`src/sv/gls_pkg.sv`:
```
// ----------------------------------------------------------------------------
// gls_pkg
// Shared types and codes for the grid line-of-sight walk unit.
// ----------------------------------------------------------------------------
package gls_pkg;

    // Command codes carried in the command field of an input word.
    localparam logic CMD_WRITE = 1'b0;
    localparam logic CMD_WALK  = 1'b1;

    // Configuration register indexes.
    localparam logic CFG_MAP_WIDTH  = 1'b0;
    localparam logic CFG_MAP_HEIGHT = 1'b1;

    // Reset value of both map bound registers.
    localparam logic [6:0] MAP_BOUND_RESET = 7'd64;

    typedef struct packed {
        logic              command;
        logic [5:0]        cell_x;
        logic [5:0]        cell_y;
        logic              cell_wall;
        logic signed [7:0] origin_x;
        logic signed [7:0] origin_y;
        logic signed [7:0] goal_x;
        logic signed [7:0] goal_y;
    } t_in_word;

    typedef struct packed {
        logic signed [7:0] stop_x;
        logic signed [7:0] stop_y;
        logic              reached_goal;
    } t_out_word;

    // One step of the walk: the next cell and whether it lies on the map.
    typedef struct packed {
        logic signed [7:0] x;
        logic signed [7:0] y;
        logic              in_bounds;
    } t_step;

endpackage

```
`src/sv/gls_step.sv`:
```
// ----------------------------------------------------------------------------
// gls_step
// One step of the walk: picks the axis, moves one cell toward the goal and
// checks the new cell against the map bounds.
// ----------------------------------------------------------------------------
module gls_step (
    input  logic signed [7:0] i_px,
    input  logic signed [7:0] i_py,
    input  logic signed [7:0] i_gx,
    input  logic signed [7:0] i_gy,
    input  logic [7:0]        i_lim_x,
    input  logic [7:0]        i_lim_y,
    output gls_pkg::t_step    o_step
);
    import gls_pkg::*;

    logic signed [8:0] dx;
    logic signed [8:0] dy;
    logic [8:0]        adx;
    logic [8:0]        ady;
    logic              move_x;
    logic signed [7:0] inc_x;
    logic signed [7:0] inc_y;
    logic signed [7:0] nx;
    logic signed [7:0] ny;

    always_comb begin
        dx     = {i_gx[7], i_gx} - {i_px[7], i_px};
        dy     = {i_gy[7], i_gy} - {i_py[7], i_py};
        adx    = dx[8] ? 9'(-dx) : 9'(dx);
        ady    = dy[8] ? 9'(-dy) : 9'(dy);
        move_x = adx > ady;
        inc_x  = dx[8] ? 8'sh FF : 8'sh01;
        // y is only stepped with a zero y distance at the goal, where no step is taken.
        inc_y  = dy[8] ? 8'sh FF : ((dy == 9'sd0) ? 8'sh00 : 8'sh01);
        nx     = move_x ? 8'(i_px + inc_x) : i_px;
        ny     = move_x ? i_py : 8'(i_py + inc_y);

        o_step.x         = nx;
        o_step.y         = ny;
        o_step.in_bounds = !nx[7] && !ny[7]
                           && ({1'b0, nx[6:0]} < i_lim_x)
                           && ({1'b0, ny[6:0]} < i_lim_y);
    end

endmodule

```
`config.mk`:
```
export PLATFORM = sky130hd
export DESIGN_NAME = gls_step
export DESIGN_NICKNAME = d
export VERILOG_FILES = /design/src/sv/gls_pkg.sv /design/src/sv/gls_step.sv
export SDC_FILE = /design/constraint.sdc
export NUM_CORES = 1
export LEC_CHECK = 0
export CORE_ASPECT_RATIO = 0.8
export CORE_MARGIN = 8
export CORE_UTILIZATION = 69
export DETAILED_ROUTE_END_ITERATION = 6
export DONT_BUFFER_PORTS = 1
export PLACE_DENSITY = 0.81
export SETUP_SLACK_MARGIN = 0.2
export SLEW_MARGIN = 30
export SYNTH_ARGS = -nofsm -noshare
export SYNTH_HDL_FRONTEND = slang
export SYNTH_SLANG_ARGS = --single-unit
```
`constraint.sdc`:
```
create_clock -name vclk -period 6
set_clock_uncertainty 0.1 [all_clocks]
set_input_delay 0.3 -clock vclk [all_inputs]
set_output_delay 0.3 -clock vclk [all_outputs]
set_load 0.005 [all_outputs]
```
==> impl_metrics.ini <==
[worst_hold_path]
worstHoldStart = i_px[7]
min_path_cells = 1
hold_end = o_step[16]
hp-class = in -> out

[power_and_ir_drop]
p_per_area_nw_per_um2 = 336.8
ir_drop_mv = 0.1725
p_leak_uw = 0.001224

[finish]
ff_latch_area_um2 = 0
nets = 440
drive_gt1_share_pct = 11.08
finalCoreUtilization_pct = 80.88
seq_cell_count = 0
nFillCells = 232
insertedDiodeCount = 0
nClkBuffers = 0
areaGrowthSynthToFinish_pct = 11.18

[place]
hpwl_um = 5037
port_buffers = 0
gp_routability_congestion = 0.8641

[sta]
timing.final.crit_period_ps = 5542
clock.fmax_mhz = 180.4
tightest_slew_ps = 397.0
period_share_pct = 92.37
rsz0062_at_grt = false
slew_violations = 0
slew_headroom_pct = 73.48
finalHoldViolations = 0
setup_viol_count_final = 0
tns_ps = 0

[status]
status = completed

[global_route]
grt.overflow.total = 0
grt_pass1_wl_um = 9018
antenna_found_initial = 0
track_usage_pct = 19.72
grt_pass1_vias = 2036
grt_max_degree = 20

[worst_setup_path]
required_ps = 5600
crit_path_max_fanout = 19
crit_path_end_kind = output pin
startpoint_type = input port
critPathKind = in -> out
arrival_ps = 5140

[detailed_routing]
postRouteAntennaNets = 0
dr.pass1.iters = 4
drtIter0Drc = 117
wl_per_cell_um = 15.56
drcViolationCount = 0
vias_per_cell = 5.957
vias = 2228
drt_wl_total_um = 5819

[logic_synthesis]
netlist_instances = 319
yosysUniqueCellTypes = 44
syn_area_um2 = 2261
ys_seq_area_share_pct = 0
syn_area_per_cell_um2 = 7.088
syn_nets = 423
synth_warnings = 0

[run]
max_cap_violations = 0

[floorplan]
start_util_pct = 72.75
die_width_um = 80
rows = 18
die_height_um = 67.20
die_area_um2 = 5376
ioPinCount = 65
core-area_um2 = 3108

[clock_network]
cts.hold.buffers_added = 0
per-layer routing:
layer	part of all wire, %	track usage (%)	vias up
li1	-	-	1163
met1	49	27.36	995
met2	44	33.43	66
met5	0	0	-
met4	0.53	0.9050	0
met3	6.6	2.255	4
where the power goes:
group          internal [µW]  total (µW)  switching, µW
Combinational            393         847            454
Sequential                 0           0              0
Clock                      0           0              0
Total                    393         847            454
how the worst max path moves through the flow:
stage | cells after the start | to | slack [ps] | startpoint
detailed placement | 25 | o_step[0] | 210 | i_gx[0]
finish | 23 | o_step[0] | 460 | i_gx[0]
CTS | 24 | o_step[0] | 230 | i_gx[0]
global placement | 25 | o_step[0] | 410 | i_gx[0]
floorplan | 23 | o_step[0] | 400 | i_gx[0]
global route | 23 | o_step[0] | 150 | i_gx[0]
timing repair:
item | CTS | global route
endpoints found under the setup margin | 0 | 1
setup buffers | 0 | 2
resized for setup | 0 | 22
critical path, stage by stage:
cell,delay (ps)
inv_1,40
ha_1,150
inv_1,50
fa_1,420
a211oi_1,250
nor2_1,120
or2_2,280
a21oi_1,200
xnor2_1,160
o31ai_2,290
xnor2_1,100
ha_1,320
nand4_1,140
o21bai_4,230
a21oi_4,230
buf_8,200
mux2i_2,260
ha_1,280
nand4b_1,120
nor2_1,60
a2111oi_0,340
o21ai_1,150
a2111oi_2,460
layout by cell type, fill, tap and decap left out, types with 5 or more instances in the layout:
master	instances
ha_1	52
inv_1	45
o21ai_0	27
nor2_1	26
xnor2_1	25
nand2_1	20
a21oi_1	20
buf_4	15
a21o_1	8
o21a_1	8
nand2b_1	6
xor2_1	6
nand3_1	5
o31a_1	5
nor3_1	5
stage by stage:
step           hold slack, ps  total power (µW)  area [µm²]  setup slack (ps)  cells
2_1_floorplan           560.0             534.3        2261             398.8    319
3_3_place_gp            570.8             735.4        2409             410.7    371
3_5_place_dp            573.3             756.4        2409             213.4    371
4_1_cts                 573.3             759.1        2409             232.0    371
5_1_grt                 578.8             941.3        2514             151.4    374
6_report                569.1             846.6        2514             457.7    374
synthesized netlist by cell type (all sizes together) (3+ instances only):
cell type / n / area [µm²]
nand3: 5 / 25.02
nand2b: 6 / 37.54
xnor2: 26 / 227.7
a211oi: 4 / 30.03
nand2: 20 / 75.07
o31ai: 4 / 30.03
a21oi: 23 / 118.9
o31a: 5 / 43.79
a21o: 8 / 60.06
nor2: 27 / 101.4
nor2b: 4 / 25.02
xor2: 6 / 52.55
mux2i: 3 / 30.03
o21bai: 3 / 22.52
ha: 52 / 650.6
inv: 48 / 180.2
o21ai: 30 / 150.1
o21a: 8 / 60.06
fa: 4 / 80.08
nor3: 6 / 30.03
cell families after synthesis:
logic type | count (synthesis) | share of synthesized area [%]
and+or+nand+nor | 82 | 17.71
adders and majority gates | 56 | 32.32
xor gates and xnor gates | 32 | 12.40
AOI/OAI and AO/OA | 96 | 27.95
buffers and inverters | 50 | 8.301
muxes | 3 | 1.328
area by class of cell:
class,count,area [µm²],share of cell area [%]
repair buffers,16,127.6,5.077
multi-input cells,270,2152,85.61
inverters,48,183.9,7.317
well taps,40,50.05,1.991
No activity file was read; power rests on OpenSTA's default activity.
