===== src/sv/gls_ram.sv =====
// ----------------------------------------------------------------------------
// gls_ram
// Generic simple dual-port RAM: one write port, one read port, registered read.
// ----------------------------------------------------------------------------
module gls_ram #(
    parameter int WIDTH = 64,
    parameter int DEPTH = 64
) (
    input  logic                     i_clk,
    input  logic                     i_wr_en,
    input  logic [$clog2(DEPTH)-1:0] i_wr_addr,
    input  logic [WIDTH-1:0]         i_wr_data,
    input  logic                     i_rd_en,
    input  logic [$clog2(DEPTH)-1:0] i_rd_addr,
    output logic [WIDTH-1:0]         o_rd_data
);

    logic [WIDTH-1:0] r_mem [DEPTH];
    logic [WIDTH-1:0] r_rd_data;

    always_ff @(posedge i_clk) begin
        if (i_wr_en) begin
            r_mem[i_wr_addr] <= i_wr_data;
        end
        if (i_rd_en) begin
            r_rd_data <= r_mem[i_rd_addr];
        end
    end

    assign o_rd_data = r_rd_data;

endmodule


===== config.mk =====
export PLATFORM = sky130hd
export DESIGN_NAME = gls_ram
export DESIGN_NICKNAME = d
export VERILOG_FILES = /design/src/sv/gls_ram.sv
export SDC_FILE = /design/constraint.sdc
export NUM_CORES = 2
export LEC_CHECK = 0
export BUFFER_PORTS_ARGS = -buffer_cell sky130_fd_sc_hd__buf_2
export CAP_MARGIN = 40
export CORE_AREA = 4 4 429 749
export DETAILED_ROUTE_END_ITERATION = 10
export DIE_AREA = 0 0 433 753
export PLACE_DENSITY = 0.65
export REMOVE_ABC_BUFFERS = 1
export SLEW_MARGIN = 20
export SYNTH_ARGS = -nofsm -noshare
export SYNTH_HDL_FRONTEND = slang
export SYNTH_SLANG_ARGS = --single-unit
export TNS_END_PERCENT = 100

===== constraint.sdc =====
create_clock -name i_clk -period 16.7 [get_ports i_clk]
set_clock_uncertainty 0.15 [all_clocks]
set_input_delay 5.01 -clock i_clk [delete_from_list [all_inputs] [get_ports i_clk]]
set_output_delay 5.01 -clock i_clk [all_outputs]
set_load 0.005 [all_outputs]

==> impl_results.rst <==
.. list-table::
   :header-rows: 1

   * - Metric
     - Value
   * - Cells along the critical path
     - buf_12 -> buf_4 -> buf_12 -> buf_16 -> mux4_2 -> mux2i_1 -> o22ai_1 -> a41oi_1 -> a211oi_1
   * - Worst Hold Depth
     - 4
   * - Number of CTS-inserted buffers
     - about 360
   * - Hold Crit Start
     - r_mem[44][18]
   * - Yosys warning count
     - 0
   * - Post-synth design cell area
     - approximately 160000 um2
   * - Leakage
     - approximately 55 nW
   * - Post-layout min period
     - approximately 8.5 ns
   * - Site row count
     - approximately 270
   * - Antenna Violating Nets Remaining
     - 0
   * - Placed cell areas
     - about 170000 um2
   * - # DRC
     - 0
   * - Detail Placement HPWL
     - 246 mm
   * - Total Die Area
     - 326000 um2
   * - Most frequent cells in the layout
     - 4160 x edfxtp_1, 1024 x mux4_2, 368 x clkbuf_16, 184 x buf_4, 168 x a22oi_1
   * - Setup slack of the worst register-to-register path
     - about 14 ns
   * - Final setup TNS
     - 0 ns
   * - Starting density of the core
     - around 50%
   * - WP buf/inv
     - 4
   * - Count of hold-fix buffers inserted at cts
     - 0
   * - Data arrival time of the worst path
     - roughly 8.9 ns
   * - Number of sinks driven by the clock tree
     - between 4000 and 5000
   * - RePlAce Congestion
     - between 0.8 and 0.9
   * - Post-Synthesis Mean Instance Area
     - 23.8 um2
   * - Total Wirelength
     - approximately 440 mm
   * - Worst Path Class, Setup
     - input port to flop
   * - Outcome
     - finished clean
   * - Number of antenna violations at the first check in global routing
     - 35
   * - Overall Global Routing Usage
     - between 20 and 30%
   * - Number of synthesized flops with an enable pin
     - 4160
   * - Cells on worst reg2reg path
     - 4
   * - Setup Fix Bufs, Post-CTS
     - 0
   * - Clock edge transition at the registers on the reported setup and hold paths
     - roughly 0.07 ns
   * - Wire length of the first global-routing pass
     - roughly 620 mm
   * - Pin count of the biggest net entering global routing
     - 125
   * - Crit path required time
     - between 15 and 20 ns
   * - Post-Syn Instances
     - ~6600
   * - Number of global-route vias before repair
     - 78000
   * - Hold violation count in the final report
     - 0
   * - Die height
     - ~750 um
   * - Net count of the finished layout
     - approximately 7100
   * - Max rail drop VDD
     - roughly 0.093 mV
   * - Yosys cell types
     - 32
   * - Final critical-path share of the clock period
     - just over 50%
   * - Category of cells accounting for the largest share of critical-path delay
     - buffers and inverters
   * - Max Root-Sink Buffers
     - 4
   * - Port-buffer cells
     - roughly 140
   * - Crit Reg-Reg Startpoint
     - r_mem[38][8]
   * - Critical-path top delay cell
     - buf_4
   * - Routed length per placed instance
     - slightly below 40 um
   * - Max frequency
     - between 0.1 and 0.15 GHz
   * - Nature of the critical path startpoint
     - input port
   * - Max-cap viol count
     - 0
   * - Share of synthesized area occupied by flip-flops and latches
     - around 80%
   * - Max Transition Viols Final
     - 0
   * - Resized Gates After CTS
     - 0
   * - Gr ovfl total
     - 0
   * - Number of filler instances in the final layout
     - 22500
   * - Io pins
     - roughly 140
   * - Pre-Repair DR Iteration Count
     - 5
   * - Area growth from synthesis to final layout
     - 13.2%
   * - Share of flip-flops with an asynchronous set or reset
     - 0%
   * - Area of the core
     - 315000 um2
   * - Leading register cell type out of synthesis
     - edfxtp_1
   * - Power density of the placed cells
     - 118 nW/um2
   * - Post-detailed-route via-to-cell ratio
     - 6.64
   * - DR iter-0 viols
     - 10600
   * - Number of failing setup endpoints in the final timing report
     - 0
   * - Depth of the CTS H-tree
     - 5
   * - Chip Width
     - 433 um
   * - Most frequent standard cell in the layout excluding fill and tap cells
     - edfxtp_1
   * - Endpoint type of the worst setup path
     - flop
   * - Setup repair after global routing missed its margin
     - no
   * - Fraction of layout instances using a drive strength above 1
     - between 20% and 30%
   * - Synthesized flop and latch total
     - between 4000 and 5000
   * - TritonCTS clock tree
     - done
   * - Critical path depth in cells
     - 9
   * - Largest fanout of any net on the critical path
     - a little over 90
   * - Cell occurring most often along the worst timing path
     - buf_12
   * - Root buf cell
     - clkbuf_16
   * - Transition at the pin with the smallest max-transition slack
     - approximately 1.1 ns
   * - Worst skew pair latency
     - 0.92 ns
   * - Routed vias
     - between 70000 and 80000
   * - Endpoint of the worst-slack reg-to-reg timing path
     - o_rd_data[8]
   * - Slew margin rel.
     - 27.5%
   * - Path type of the worst min-delay path
     - flop to flop
   * - Total non-filler cell area in the finished layout
     - 178000 um2
   * - Endpoint of the worst hold-timing path
     - o_rd_data[18]
   * - Worst path max stage delay
     - ~0.62 ns
-- power by group --
group	total, W	internal [W]	switching [W]
combinational	0.000994	0.000387	0.000606
sequential	0.0116	0.0116	0.0000378
clock	0.00837	0.00461	0.00376
-- state kept, by name, summed over array words and instances, names as in the netlist --
signal and count:
r_mem 4096, o_rd_data 64
-- layout make-up --
type / count / area (um2) / share of cell area [%]
repair buffers: 469 / 5170 / 2.91
well taps: 4125 / 5160 / 2.91
inverters: 19 / 71.3 / 0.0401
flip-flops and latches: 4160 / 125000 / 70.3
clock inverters: 210 / 2070 / 1.16
multi-input cells: 2049 / 30800 / 17.3
clock buffers: 436 / 9460 / 5.33
diodes: 15 / 37.5 / 0.0211
-- cells in the mapped netlist (all sizes together), types with 29 or more instances --
| library cell | count | area (um2) |
|---|---|---|
| or3 | 29 | 181 |
| a22o | 88 | 771 |
| o221ai | 38 | 333 |
| nand3 | 45 | 225 |
| nand2 | 58 | 218 |
| o22ai | 83 | 519 |
| edfxtp | 4160 | 125000 |
| mux2i | 135 | 1350 |
| mux4 | 1024 | 23100 |
| a22oi | 168 | 1260 |
| and3 | 64 | 400 |
| a211oi | 63 | 473 |
| nor2 | 112 | 420 |
| buf | 230 | 1250 |
| clkbuf | 140 | 526 |
-- through the flow --
stage                     power [W]  util [%]  setup WS, ns  hold WS [ns]  std cells
after floorplan              0.0122         -          6.24         0.715       6228
after global placement       0.0128      51.8          7.26         0.751      10700
after detailed placement     0.0128      52.5          7.25         0.767      10800
after CTS                    0.0211      56.2          8.24         0.776      11400
after global routing         0.0216      56.3          7.89         0.828      11500
final                        0.0210      56.4          8.22         0.776      11500
-- worst max-delay path by stage --
stage / start / to / slack [ns]
2_1_floorplan: i_wr_addr[4] / r_mem[48][0] / 6.24
3_3_place_gp: i_rd_addr[0] / o_rd_data[8] / 7.26
3_5_place_dp: i_rd_addr[0] / o_rd_data[8] / 7.25
4_1_cts: i_rd_addr[0] / o_rd_data[27] / 8.24
6_report: i_rd_addr[0] / o_rd_data[8] / 8.22
5_1_grt: i_rd_addr[0] / o_rd_data[8] / 7.89
-- worst reg2reg max path, delay by kind of cell (launching register included) --
family             cells  cell delay [ns]
and+or+nand+nor        1             0.32
DFF                    1             0.36
AOI/OAI and AO/OA      2             0.69
muxes                  1             0.49
-- cell families (layout without fill, tap and decap cells) --
logic type | count (synthesis) | count (layout) | share of synthesized area, %
other | 0 | 15 | 0
multiplexers | 1159 | 1159 | 15.6
flip-flops | 4160 | 4160 | 79.6
buffers and inverters | 389 | 1134 | 1.18
AND/OR/NAND/NOR | 386 | 386 | 1.23
AO/OA/AOI/OAI | 504 | 504 | 2.47
-- per-layer routing --
| layer | global-route usage, % | vias up | share of wire, % |
|---|---|---|---|
| li1 | - | 29400 | - |
| met5 | 0 | - | 0.021 |
| met1 | 33.4 | 41300 | 34 |
| met2 | 47.0 | 4500 | 52 |
| met4 | 12.7 | 16 | 5.6 |
| met3 | 4.42 | 1048 | 8.3 |
Note: power is estimated with default switching activity, not from simulation.
